<file path="config.mk">
export PLATFORM = sky130hd
export DESIGN_NAME = threshold_promote_cache_list_core_flat
export DESIGN_NICKNAME = d
export VERILOG_FILES = /design/src/hw/rtl/tpcl_pkg.sv /design/src/hw/rtl/tpcl_if.sv /design/src/hw/rtl/tpcl_entry_list.sv /design/src/hw/rtl/threshold_promote_cache_list_core.sv /design/src/flat_wrapper.sv
export SDC_FILE = /design/constraint.sdc
export NUM_CORES = 1
export LEC_CHECK = 0
export BUFFER_PORTS_ARGS = -buffer_cell sky130_fd_sc_hd__buf_2
export CORE_MARGIN = 5
export CORE_UTILIZATION = 30
export DETAILED_ROUTE_END_ITERATION = 16
export PLACE_DENSITY = 0.53
export SLEW_MARGIN = 5
export SYNTH_ARGS = -nofsm -noshare
export SYNTH_HDL_FRONTEND = slang
export SYNTH_HIERARCHICAL = 1
export SYNTH_SLANG_ARGS = --single-unit
export TNS_END_PERCENT = 1
</file>
<file path="constraint.sdc">
create_clock -name clk_i -period 6.56 [get_ports clk_i]
set_input_delay 0.328 -clock clk_i [delete_from_list [all_inputs] [get_ports clk_i]]
set_output_delay 0.328 -clock clk_i [all_outputs]
set_load 0.02 [all_outputs]
</file>
<file path="src/hw/rtl/tpcl_pkg.sv">
// Shared types and constants for the threshold promote cache list.
`timescale 1ns / 1ps

package tpcl_pkg;

  // Fixed field widths
  localparam int unsigned OP_W       = 1;
  localparam int unsigned POS_W      = 3;
  localparam int unsigned COUNT_W    = 8;
  localparam int unsigned OCC_W      = 4;
  localparam int unsigned THR_W      = 8;
  localparam int unsigned CAP_W      = 4;
  localparam int unsigned CFG_IDX_W  = 4;
  localparam int unsigned CFG_DATA_W = 8;

  // Operation codes
  localparam logic [OP_W-1:0] OP_ACCESS = 1'b0;
  localparam logic [OP_W-1:0] OP_CLEAR  = 1'b1;

  // Configuration register indexes
  localparam logic [CFG_IDX_W-1:0] CFG_THRESHOLD = 4'd0;
  localparam logic [CFG_IDX_W-1:0] CFG_CAPACITY  = 4'd1;

  // Register reset values
  localparam logic [THR_W-1:0] THR_RESET = 8'd5;
  localparam logic [CAP_W-1:0] CAP_RESET = 4'd4;

  // Count limits
  localparam logic [COUNT_W-1:0] COUNT_MAX = 8'hFF;
  localparam logic [COUNT_W-1:0] COUNT_NEW = 8'd1;

  typedef enum logic [1:0] {
    ST_IDLE,
    ST_SCAN,
    ST_INSERT
  } tpcl_state_e;

  // Command from the sequencer to the entry list
  typedef struct packed {
    logic write_count;
    logic shift_front;
  } list_cmd_t;

endpackage

</file>
<file path="src/hw/rtl/tpcl_if.sv">
// Handshake interfaces for the request, response and configuration channels.
`timescale 1ns / 1ps

interface tpcl_req_if #(
  parameter int unsigned KEY_BITS = 16
);
  logic                           valid;
  logic                           ready;
  logic [tpcl_pkg::OP_W-1:0]      op;
  logic [KEY_BITS-1:0]            key;

  modport source (output valid, output op, output key, input ready);
  modport sink   (input valid, input op, input key, output ready);
endinterface

interface tpcl_rsp_if #(
  parameter int unsigned KEY_BITS = 16
);
  logic                            valid;
  logic                            ready;
  logic                            hit;
  logic [tpcl_pkg::POS_W-1:0]      hit_position;
  logic [tpcl_pkg::COUNT_W-1:0]    count_after;
  logic                            promoted;
  logic                            evicted_valid;
  logic [KEY_BITS-1:0]             evicted_key;
  logic [tpcl_pkg::OCC_W-1:0]      occupancy;

  modport source (output valid, output hit, output hit_position, output count_after,
                  output promoted, output evicted_valid, output evicted_key,
                  output occupancy, input ready);
  modport sink   (input valid, input hit, input hit_position, input count_after,
                  input promoted, input evicted_valid, input evicted_key,
                  input occupancy, output ready);
endinterface

interface tpcl_cfg_if;
  logic                              valid;
  logic                              ready;
  logic [tpcl_pkg::CFG_IDX_W-1:0]    index;
  logic [tpcl_pkg::CFG_DATA_W-1:0]   data;

  modport source (output valid, output index, output data, input ready);
  modport sink   (input valid, input index, input data, output ready);
endinterface

</file>
<file path="src/hw/rtl/tpcl_entry_list.sv">
// Ordered row of key/count cells with a single read port and shift-to-front.
`timescale 1ns / 1ps

module tpcl_entry_list #(
  parameter int unsigned MAX_ENTRIES = 8,
  parameter int unsigned KEY_BITS    = 16,
  localparam int unsigned IdxW       = (MAX_ENTRIES > 1) ? $clog2(MAX_ENTRIES) : 1
) (
  input  logic                           clk_i,
  input  tpcl_pkg::list_cmd_t            cmd_i,
  input  logic [IdxW-1:0]                idx_i,
  input  logic [KEY_BITS-1:0]            key_i,
  input  logic [tpcl_pkg::COUNT_W-1:0]   count_i,
  output logic [KEY_BITS-1:0]            rd_key_o,
  output logic [tpcl_pkg::COUNT_W-1:0]   rd_count_o
);

  logic [KEY_BITS-1:0]           keys_q   [MAX_ENTRIES];
  logic [tpcl_pkg::COUNT_W-1:0]  counts_q [MAX_ENTRIES];

  for (genvar i = 0; i < MAX_ENTRIES; i++) begin : g_cell
    if (i == 0) begin : g_head
      always_ff @(posedge clk_i) begin
        if (cmd_i.shift_front) begin
          keys_q[0]   <= key_i;
          counts_q[0] <= count_i;
        end else if (cmd_i.write_count && (idx_i == IdxW'(0))) begin
          counts_q[0] <= count_i;
        end
      end
    end else begin : g_body
      always_ff @(posedge clk_i) begin
        if (cmd_i.shift_front) begin
          // cells up to the source position move back by one
          if (IdxW'(i) <= idx_i) begin
            keys_q[i]   <= keys_q[i-1];
            counts_q[i] <= counts_q[i-1];
          end
        end else if (cmd_i.write_count && (idx_i == IdxW'(i))) begin
          counts_q[i] <= count_i;
        end
      end
    end
  end

  assign rd_key_o   = keys_q[idx_i];
  assign rd_count_o = counts_q[idx_i];

endmodule

</file>
<file path="src/hw/rtl/threshold_promote_cache_list_core.sv">
// Top level: sequencer that scans the list one entry per cycle and updates it.
// A clear answers from the scan state, a hit ends the scan at its position, and a miss
// scans every held entry and then inserts the key at the front.
// One request in flight; a new word is taken once the sequencer is back in idle.
// The per-entry scan through the single compare and read port sets the rate.
// Reset empties the list and loads threshold 5 and capacity 4; cell contents stay.
`timescale 1ns / 1ps

module threshold_promote_cache_list_core #(
  parameter int unsigned MAX_ENTRIES = 8,
  parameter int unsigned KEY_BITS    = 16
) (
  input  logic   clk_i,
  input  logic   rst_ni,
  tpcl_req_if.sink   req_i,
  tpcl_rsp_if.source rsp_o,
  tpcl_cfg_if.sink   cfg_i
);

  localparam int unsigned IdxW = (MAX_ENTRIES > 1) ? $clog2(MAX_ENTRIES) : 1;
  localparam int unsigned CntW = $clog2(MAX_ENTRIES + 1);
  localparam int unsigned CmpW = (CntW > tpcl_pkg::CAP_W) ? CntW : tpcl_pkg::CAP_W;

  tpcl_pkg::tpcl_state_e state_q, state_d;

  logic [tpcl_pkg::OP_W-1:0]   op_q;
  logic [KEY_BITS-1:0]         key_q;
  logic [CntW-1:0]             cnt_q, cnt_d;
  logic [CntW-1:0]             held_q, held_d;
  logic [tpcl_pkg::THR_W-1:0]  thr_q;
  logic [tpcl_pkg::CAP_W-1:0]  cap_q;

  // response register
  logic                          rsp_valid_q;
  logic                          hit_q, hit_d;
  logic [tpcl_pkg::POS_W-1:0]    pos_q, pos_d;
  logic [tpcl_pkg::COUNT_W-1:0]  cafter_q, cafter_d;
  logic                          prom_q, prom_d;
  logic                          evv_q, evv_d;
  logic [KEY_BITS-1:0]           evk_q, evk_d;
  logic [tpcl_pkg::OCC_W-1:0]    occ_q, occ_d;

  logic                          done;
  logic                          rsp_free;
  logic                          req_fire;
  logic                          scan_end;
  logic                          match;
  logic                          promote;
  logic [tpcl_pkg::COUNT_W-1:0]  count_inc;

  logic [CmpW-1:0]               cap_ext, cap_eff, cap_m1, held_ext;
  logic                          evict;
  logic [CntW-1:0]               keep;

  tpcl_pkg::list_cmd_t           cmd;
  logic [IdxW-1:0]               list_idx;
  logic [tpcl_pkg::COUNT_W-1:0]  list_count;
  logic [KEY_BITS-1:0]           rd_key;
  logic [tpcl_pkg::COUNT_W-1:0]  rd_count;

  tpcl_entry_list #(
    .MAX_ENTRIES (MAX_ENTRIES),
    .KEY_BITS    (KEY_BITS)
  ) u_list (
    .clk_i      (clk_i),
    .cmd_i      (cmd),
    .idx_i      (list_idx),
    .key_i      (key_q),
    .count_i    (list_count),
    .rd_key_o   (rd_key),
    .rd_count_o (rd_count)
  );

  assign req_i.ready = (state_q == tpcl_pkg::ST_IDLE);
  assign req_fire    = req_i.valid && req_i.ready;
  assign cfg_i.ready = 1'b1;
  assign rsp_free    = !rsp_valid_q || rsp_o.ready;

  // Shared compare and increment unit
  assign scan_end  = (cnt_q == held_q);
  assign match     = (rd_key == key_q);
  assign count_inc = (rd_count == tpcl_pkg::COUNT_MAX) ? rd_count
                                                       : rd_count + tpcl_pkg::COUNT_W'(1);
  assign promote   = (count_inc > thr_q) && (cnt_q != CntW'(0));
  assign list_idx  = cnt_q[IdxW-1:0];

  // Capacity clamp and how much of the list survives an insert
  always_comb begin
    cap_ext = CmpW'(cap_q);
    if (cap_ext == CmpW'(0)) begin
      cap_eff = CmpW'(1);
    end else if (cap_ext > CmpW'(MAX_ENTRIES)) begin
      cap_eff = CmpW'(MAX_ENTRIES);
    end else begin
      cap_eff = cap_ext;
    end
    cap_m1   = cap_eff - CmpW'(1);
    held_ext = CmpW'(held_q);
    evict    = (held_ext > cap_m1);
    keep     = evict ? CntW'(cap_m1) : held_q;
  end

  // Next state
  always_comb begin
    state_d = state_q;
    case (state_q)
      tpcl_pkg::ST_IDLE: begin
        if (req_fire) state_d = tpcl_pkg::ST_SCAN;
      end
      tpcl_pkg::ST_SCAN: begin
        if (op_q == tpcl_pkg::OP_CLEAR) begin
          if (rsp_free) state_d = tpcl_pkg::ST_IDLE;
        end else if (scan_end) begin
          state_d = tpcl_pkg::ST_INSERT;
        end else if (match) begin
          if (rsp_free) state_d = tpcl_pkg::ST_IDLE;
        end
      end
      tpcl_pkg::ST_INSERT: begin
        if (rsp_free) state_d = tpcl_pkg::ST_IDLE;
      end
      default: state_d = tpcl_pkg::ST_IDLE;
    endcase
  end

  // Datapath control and response values
  always_comb begin
    done       = 1'b0;
    cmd        = '0;
    list_count = count_inc;
    cnt_d      = cnt_q;
    held_d     = held_q;
    hit_d      = 1'b0;
    pos_d      = '0;
    cafter_d   = '0;
    prom_d     = 1'b0;
    evv_d      = 1'b0;
    evk_d      = '0;
    occ_d      = tpcl_pkg::OCC_W'(held_q);
    case (state_q)
      tpcl_pkg::ST_IDLE: begin
        if (req_fire) cnt_d = '0;
      end
      tpcl_pkg::ST_SCAN: begin
        if (op_q == tpcl_pkg::OP_CLEAR) begin
          if (rsp_free) begin
            done   = 1'b1;
            held_d = '0;
            occ_d  = '0;
          end
        end else if (scan_end) begin
          // miss: point at the survivor boundary for the insert
          cnt_d = keep;
        end else if (match) begin
          if (rsp_free) begin
            done             = 1'b1;
            cmd.shift_front  = promote;
            cmd.write_count  = !promote;
            hit_d            = 1'b1;
            pos_d            = tpcl_pkg::POS_W'(cnt_q);
            cafter_d         = count_inc;
            prom_d           = promote;
          end
        end else begin
          cnt_d = cnt_q + CntW'(1);
        end
      end
      tpcl_pkg::ST_INSERT: begin
        if (rsp_free) begin
          done            = 1'b1;
          cmd.shift_front = 1'b1;
          list_count      = tpcl_pkg::COUNT_NEW;
          held_d          = keep + CntW'(1);
          cafter_d        = tpcl_pkg::COUNT_NEW;
          evv_d           = evict;
          evk_d           = evict ? rd_key : '0;
          occ_d           = tpcl_pkg::OCC_W'(keep + CntW'(1));
        end
      end
      default: begin
        cmd = '0;
      end
    endcase
  end

  always_ff @(posedge clk_i or negedge rst_ni) begin
    if (!rst_ni) begin
      state_q     <= tpcl_pkg::ST_IDLE;
      held_q      <= '0;
      cnt_q       <= '0;
      rsp_valid_q <= 1'b0;
      thr_q       <= tpcl_pkg::THR_RESET;
      cap_q       <= tpcl_pkg::CAP_RESET;
    end else begin
      state_q <= state_d;
      held_q  <= held_d;
      cnt_q   <= cnt_d;
      if (done) begin
        rsp_valid_q <= 1'b1;
      end else if (rsp_o.ready) begin
        rsp_valid_q <= 1'b0;
      end
      if (cfg_i.valid && cfg_i.ready) begin
        if (cfg_i.index == tpcl_pkg::CFG_THRESHOLD) begin
          thr_q <= cfg_i.data;
        end else if (cfg_i.index == tpcl_pkg::CFG_CAPACITY) begin
          cap_q <= cfg_i.data[tpcl_pkg::CAP_W-1:0];
        end
      end
    end
  end

  // request and response payload
  always_ff @(posedge clk_i) begin
    if (req_fire) begin
      op_q  <= req_i.op;
      key_q <= req_i.key;
    end
    if (done) begin
      hit_q    <= hit_d;
      pos_q    <= pos_d;
      cafter_q <= cafter_d;
      prom_q   <= prom_d;
      evv_q    <= evv_d;
      evk_q    <= evk_d;
      occ_q    <= occ_d;
    end
  end

  assign rsp_o.valid         = rsp_valid_q;
  assign rsp_o.hit           = hit_q;
  assign rsp_o.hit_position  = pos_q;
  assign rsp_o.count_after   = cafter_q;
  assign rsp_o.promoted      = prom_q;
  assign rsp_o.evicted_valid = evv_q;
  assign rsp_o.evicted_key   = evk_q;
  assign rsp_o.occupancy     = occ_q;

  a_held_bound: assert property (@(posedge clk_i) disable iff (!rst_ni)
    held_q <= CntW'(MAX_ENTRIES))
    else $error("occupancy above list depth");

  a_scan_bound: assert property (@(posedge clk_i) disable iff (!rst_ni)
    (state_q == tpcl_pkg::ST_SCAN) |-> (cnt_q <= held_q))
    else $error("scan index ran past the held entries");

  a_accept_scan: assert property (@(posedge clk_i) disable iff (!rst_ni)
    req_fire |=> (state_q == tpcl_pkg::ST_SCAN && cnt_q == '0))
    else $error("accepted word did not start a scan from the front");

  a_insert_fills: assert property (@(posedge clk_i) disable iff (!rst_ni)
    (state_q == tpcl_pkg::ST_INSERT && rsp_free) |=> (rsp_valid_q && held_q != '0))
    else $error("insert left the list empty or gave no response");

  a_hold_response: assert property (@(posedge clk_i) disable iff (!rst_ni)
    (rsp_valid_q && !rsp_o.ready) |-> !done)
    else $error("response overwritten while still pending");

endmodule
</file>
<file path="src/flat_wrapper.sv">
// flat-port wrapper written by rule: the top's interface ports become plain ports
module threshold_promote_cache_list_core_flat 
#(
  parameter int unsigned MAX_ENTRIES = 8,
  parameter int unsigned KEY_BITS    = 16
)
  (clk_i, rst_ni, req_i_valid, req_i_op, req_i_key, req_i_ready, rsp_o_valid, rsp_o_hit, rsp_o_hit_position, rsp_o_count_after, rsp_o_promoted, rsp_o_evicted_valid, rsp_o_evicted_key, rsp_o_occupancy, rsp_o_ready, cfg_i_valid, cfg_i_index, cfg_i_data, cfg_i_ready);
  tpcl_req_if #(.KEY_BITS(KEY_BITS)) req_i_i ();
  tpcl_rsp_if #(.KEY_BITS(KEY_BITS)) rsp_o_i ();
  tpcl_cfg_if cfg_i_i ();
  input  logic clk_i;
  input  logic rst_ni;
  input wire logic [$bits(req_i_i.valid)-1:0] req_i_valid;
  input wire logic [$bits(req_i_i.op)-1:0] req_i_op;
  input wire logic [$bits(req_i_i.key)-1:0] req_i_key;
  output wire logic [$bits(req_i_i.ready)-1:0] req_i_ready;
  output wire logic [$bits(rsp_o_i.valid)-1:0] rsp_o_valid;
  output wire logic [$bits(rsp_o_i.hit)-1:0] rsp_o_hit;
  output wire logic [$bits(rsp_o_i.hit_position)-1:0] rsp_o_hit_position;
  output wire logic [$bits(rsp_o_i.count_after)-1:0] rsp_o_count_after;
  output wire logic [$bits(rsp_o_i.promoted)-1:0] rsp_o_promoted;
  output wire logic [$bits(rsp_o_i.evicted_valid)-1:0] rsp_o_evicted_valid;
  output wire logic [$bits(rsp_o_i.evicted_key)-1:0] rsp_o_evicted_key;
  output wire logic [$bits(rsp_o_i.occupancy)-1:0] rsp_o_occupancy;
  input wire logic [$bits(rsp_o_i.ready)-1:0] rsp_o_ready;
  input wire logic [$bits(cfg_i_i.valid)-1:0] cfg_i_valid;
  input wire logic [$bits(cfg_i_i.index)-1:0] cfg_i_index;
  input wire logic [$bits(cfg_i_i.data)-1:0] cfg_i_data;
  output wire logic [$bits(cfg_i_i.ready)-1:0] cfg_i_ready;
  assign req_i_i.valid = req_i_valid;
  assign req_i_i.op = req_i_op;
  assign req_i_i.key = req_i_key;
  assign req_i_ready = req_i_i.ready;
  assign rsp_o_valid = rsp_o_i.valid;
  assign rsp_o_hit = rsp_o_i.hit;
  assign rsp_o_hit_position = rsp_o_i.hit_position;
  assign rsp_o_count_after = rsp_o_i.count_after;
  assign rsp_o_promoted = rsp_o_i.promoted;
  assign rsp_o_evicted_valid = rsp_o_i.evicted_valid;
  assign rsp_o_evicted_key = rsp_o_i.evicted_key;
  assign rsp_o_occupancy = rsp_o_i.occupancy;
  assign rsp_o_i.ready = rsp_o_ready;
  assign cfg_i_i.valid = cfg_i_valid;
  assign cfg_i_i.index = cfg_i_index;
  assign cfg_i_i.data = cfg_i_data;
  assign cfg_i_ready = cfg_i_i.ready;
  threshold_promote_cache_list_core #(.MAX_ENTRIES(MAX_ENTRIES), .KEY_BITS(KEY_BITS)) u_core (.clk_i(clk_i), .rst_ni(rst_ni), .req_i(req_i_i), .rsp_o(rsp_o_i), .cfg_i(cfg_i_i));
endmodule
</file>
Word level (Yosys, flattened, before mapping) --
Memories as Yosys holds them, arrays and structs flattened. Cells that the tools add are included.
Operators by class: $add $sub $neg 4, $lt $le $gt $ge 10, equality and inequality tests 17, mux-type cells 95, bitwise gates (word level) 12, reduce and logical (&&, ||, !) cells 28
Operator list (count):
- $mux 8 | 15
- $mux 1 | 55
- $mux 4 | 10
- $mux 2 | 9
- $eq 16x16->1 | 1
- $pmux 4 s2 | 2
- $pmux 8 s2 | 1
- $eq 3x3->1 const B | 4
- $le 3x3->1 const A | 4
- $logic_and 1x1->1 | 10
- $add 4x1->4 const B | 2
- $add 8x1->8 const B | 1
- $eq 8x8->1 const B | 1
- $gt 8x8->1 | 1
- $logic_not 4->1 | 2
- $or 1x1->1 | 8
- $eq 3x2->1 const B | 2
- $le 2x3->1 const A | 2
- $pmux 2 s3 | 1
- $reduce_and 2->1 | 3
- $reduce_and 3->1 | 2
- $reduce_or 5->1 | 1
- $eq 4x1->1 const B | 1
- $eq 4x4->1 | 1
- 20 further kinds | 27
Storage, ports and cells: flip-flop bits (word level) 74, RAM bits 192, input bits 34, output and inout port bits 37, logic and storage cells 183, memories kept 2
Memory list:
- u_core.u_list.keys_q | words 8, width 16, read ports 8, clocked after Yosys merged registers in 0, wr ports 8, line tpcl_entry_list.sv:18 | logic [KEY_BITS-1:0] keys_q [MAX_ENTRIES];
- u_core.u_list.counts_q | words 8, width 8, read ports 8, clocked after Yosys merged registers in 0, wr ports 8, line tpcl_entry_list.sv:19 | logic [tpcl_pkg::COUNT_W-1:0] counts_q [MAX_ENTRIES];

Longest topological paths before layout --
An unclocked memory read counts as a cell.
word-level depth 16, gate-level depth with buffers 23, mapped depth without buffers 19

Cells and area by module --
The synthesis kept the hierarchy.
By module, submodules not included:
- tpcl_entry_list | instances 1, cells an instance 440, area an instance 8323.0 µm², seq. area each 5765.5 µm²
- threshold_promote_cache_list_core | instances 1, cells an instance 352, area an instance 3917.5 µm², seq. area each 2110.8 µm²

Least setup slack after synthesis --
OpenSTA, ideal clock, no wires.
path kind register to register, from register u_core.cnt_q[0], to memory u_core/u_list/counts_q[3][0] (netlist name) (enable), setup time 0.326 ns, arrival time 5.614 ns, data required time 6.234 ns, path slack 0.619 ns, cell stages (with the launch flop) 21, path buffers 2, period minus slack after synthesis 5.941 ns, cell sequence dfrtp_1 > buf_2 > buf_4 > mux4_2 > mux2_2 > ha_1 > and2_1 > nand3_1 > nand4_1 > nor2_1 > xnor2_1 > inv_1 > ha_1 > a21o_1 > a21o_1 > a21oi_1 > inv_1 > o211a_1 > o21a_1 > a21boi_0 > a21o_1
RTL lines:
- start, declared | line threshold_promote_cache_list_core.sv:28 | logic [CntW-1:0] cnt_q, cnt_d;
- start signal, assigned | line threshold_promote_cache_list_core.sv:197 | cnt_q <= cnt_d;
- end, declared | line tpcl_entry_list.sv:19

==> results.toml <==
[sta]
worst_hold_slack_ns = 0.142
report.final.setup_viol = 0
setup_tns_ns = 0
hold_violations = 0
period_share_pct = 90.1
max_freq_ghz = 0.169
maxSlewHeadroom_pct = 23.7
fin_crit_ns = 5.91
clock-skew-final_ns = 0.0137
worst_slew_pin_slew_ns = 1.14
drv_slew = 0
setup_slack_ns = 0.652
rsz0062_at_grt = "false"

[routing]
ant_nets = 0
drt_wl_total_um = 29500
drt_iter0_drc = 510
vias_per_cell = 4.91
vias = 7109
wire_per_inst_um = 20.4
drt_first_pass_iters = 5
drc = 0

[place]
post-place-cells = 1373
post-dp-hpwl_um = 19300
dp_slack_ns = 0.708
port_buffers = 69
gp_congestion = 0.798

[worst_setup_path]
crit_chain = "and2_1 > a32oi_1 > o211ai_1 > and2_1 > nand3_1 > nand4_1 > nor2_1 > xnor2_1 > inv_1 > ha_1 > a21o_1 > a21o_1 > a21oi_1 > inv_1 > o211a_1 > o21a_1 > nand3b_4 > or3_1 > nand2_1"
end_kind = "flip-flop"
crit_arrival_ns = 6.11
crit_path_max_incr_delay_ns = 0.84
critPathKind = "reg -> reg"
critPathLaunchType = "flip-flop"
critPathSlowestCell = "dfrtp_2"
path_max_fanout = 38
crit_required_ns = 6.76

[yosys]
synth.cell_area_um2 = 12200
async_flop_share_pct = 8.65
avgSynthCellArea_um2 = 15.5
synth-compound-area-share_pct = 6.18
synth-simple-area-share_pct = 8.90
synth-xor-area-share_pct = 1.86
yosysSeqAreaShare_pct = 64.3
synth_top_family_by_area = "multiplexers"
synth_edf_count = 243
synthAdderAreaFrac_pct = 1.94
synthCells = 792
yosysWarnings = 6
ys_types = 69
synth-main-ff-cell = "edfxtp_1"
muxShareOfSynthArea_pct = 14.4
synth_seq_cells = 266

[power]
netSwitchingPower_w = 0.00173
p_seq_share_pct = 41.7
power_frac_comb_pct = 28.1
p_sw_share_pct = 32.7
peakVddDrop_uv = 210
power.internal_w = 0.00356
leakagePower_nw = 5.08
clkPwrFrac_pct = 30.1
power_density_nw_per_um2 = 368

[global_route]
grt_pass1_wl_um = 45600
grt_max_degree = 44
overflow = 0
antenna_found_initial = 0
grt_use_total_pct = 12.9
grt_pass1_vias = 7344

[cells_and_area]
final_cells = 1449
fin_util_pct = 35.5
nNetsFinal = 950
antennaDiodeCount = 0
fill_cells = 3920
multi_input_area_um2 = 4100
drive_gt1_share_pct = 28.9
areaGrowthSynthToFinish_pct = 17.6
seq_area_um2 = 7890

[cts]
cts_max_level = 1
clockBufferDepth = 3
worstSkewPairLatency_ns = 0.56
ctsResizeCount = 0
numCtsBuffers = 28
tritoncts = "done"
clk_pin_slew_worst_paths_ns = 0.06
cts.sinks = 266
post_cts.repair.setup_buffers = 0
root_buffer = "clkbuf_16"
ctsHoldBuffers = 26

[outcome]
status = "finished clean"

[die]
start_util_pct = 30.2
core.rowCount = 74
core_um2 = 40600
dieArea_um2 = 44900
io_pins = 71
die_w_um = 212
die_y_um = 212

[flow_run]
drv_cap = 0

[min_path]
hold_class = "in -> reg"
worst max-delay path, delay by kind of cell, from the launching register on:
family,cells,cell delay [ns]
simple gates,8,2.60
xor+xnor,1,0.25
fa+ha+maj,1,0.30
flops,1,0.84
compound gates,7,1.41
buf+inv,2,0.15
placed cells by master, fill, tap and decap left out, drive strengths merged, types with 18 or more instances in the layout:
cell type / count
edfxtp: 243
mux2: 86
buf: 85
nor2: 33
clkbuf: 32
nand2: 31
inv: 30
mux4: 28
o21ai: 28
dlygate4sd3: 26
and2: 25
xnor2: 24
dfrtp: 20
ha: 19
and3b: 18
cell type report:
type	instances	area share, %
sequential	266	54.8
multi-input combinational	461	28.5
timing repair buffer	111	5.04
clock buffer	32	4.97
tap	532	4.62
clock inverter	18	1.39
inverter	29	0.756
cells in the mapped netlist (4+ instances only):
cell type,n,share of area [%]
a31oi_1,5,0.26
nand2_1,31,0.95
nand4_1,10,0.51
o211ai_1,14,0.86
clkbuf_1,17,0.52
ha_1,19,1.9
a32oi_1,10,0.72
o21ai_0,26,1.1
dfrtp_1,20,4.1
a21oi_1,12,0.49
or2_2,4,0.20
a21o_1,6,0.37
nor2b_1,4,0.20
edfxtp_1,243,60
and3b_1,18,1.3
mux2i_1,13,1.1
mux2_4,8,0.98
nor2_1,32,0.98
inv_1,29,0.89
buf_2,12,0.49
nand3b_1,12,0.74
nand3_1,10,0.41
mux2_2,75,6.9
and2_1,22,1.1
buf_4,7,0.43
xnor2_1,24,1.7
o21a_1,17,1.0
mux4_2,28,5.2
nand2b_1,7,0.36
kinds of logic (layout without fill, tap and decap cells):
group	after synthesis	after routing
XOR/XNOR	26	26
multiplexers	127	127
flip-flops	266	266
buffers and inverters	66	190
AND/OR/NAND/NOR	176	176
AO/OA/AOI/OAI	111	111
adder cells (fa/ha/maj)	19	19
other	1	2
layer usage:
metal / vias to the layer above / global-route usage, % / part of all wire, %
met4: 0 / 2.11 / 1.4
met5: - / 0 / 0
met1: 3625 / 19.3 / 48
li1: 3274 / - / -
met3: 33 / 2.29 / 4.8
met2: 177 / 20.3 / 45
power groups by stage:
stage               sequential (W)  combinational, W  clock (W)
finish                     0.00221           0.00149    0.00160
global route               0.00224           0.00163    0.00172
CTS                        0.00221           0.00151    0.00164
detailed placement         0.00224           0.00149          0
global placement           0.00225           0.00149          0
floorplan                  0.00220           0.00108          0
stage by stage:
step / instance area, um^2 / power (W)
global placement: 13200 / 0.00374
global route: 14400 / 0.00559
finish: 14400 / 0.00530
detailed placement: 13200 / 0.00374
floorplan: 12200 / 0.00327
CTS: 14400 / 0.00537
flip-flops by register name, summed over array words and instances (netlist names):
register / count
u_core/u_list/keys_q: 128
u_core/u_list/counts_q: 64
u_core/key_q: 16
u_core/rsp_o.evicted_key: 16
u_core/rsp_o.count_after: 8
u_core/thr_q: 8
u_core/cap_ext: 4
u_core/cnt_q: 4
u_core/held_ext: 4
u_core/rsp_o.occupancy: 4
u_core/rsp_o.hit_position: 3
u_core/state_q: 2
u_core/op_q: 1
u_core/rsp_o.evicted_valid: 1
u_core/rsp_o.hit: 1
u_core/rsp_o.promoted: 1
u_core/rsp_o.valid: 1
worst paths after layout:
check / startpoint / endpoint / slack [ns] / cells after the start
setup / recovery: u_core/cnt_q[2] / u_core/u_list/counts_q[4][3] / 0.65 / 19
hold / removal: cfg_i_index[3] / u_core/thr_q[2] / 0.14 / 4
setup reg to reg: u_core/cnt_q[2] / u_core/u_list/counts_q[4][3] / 0.65 / 19
hold reg to reg: u_core/u_list/keys_q[5][10] / u_core/u_list/keys_q[6][10] / 0.44 / 0
max in group asynchronous: rst_ni / u_core/cnt_q[0] / 5.81 / 2
min in group asynchronous: rst_ni / u_core/thr_q[5] / 0.32 / 2
No activity file was read; power rests on OpenSTA's default activity.
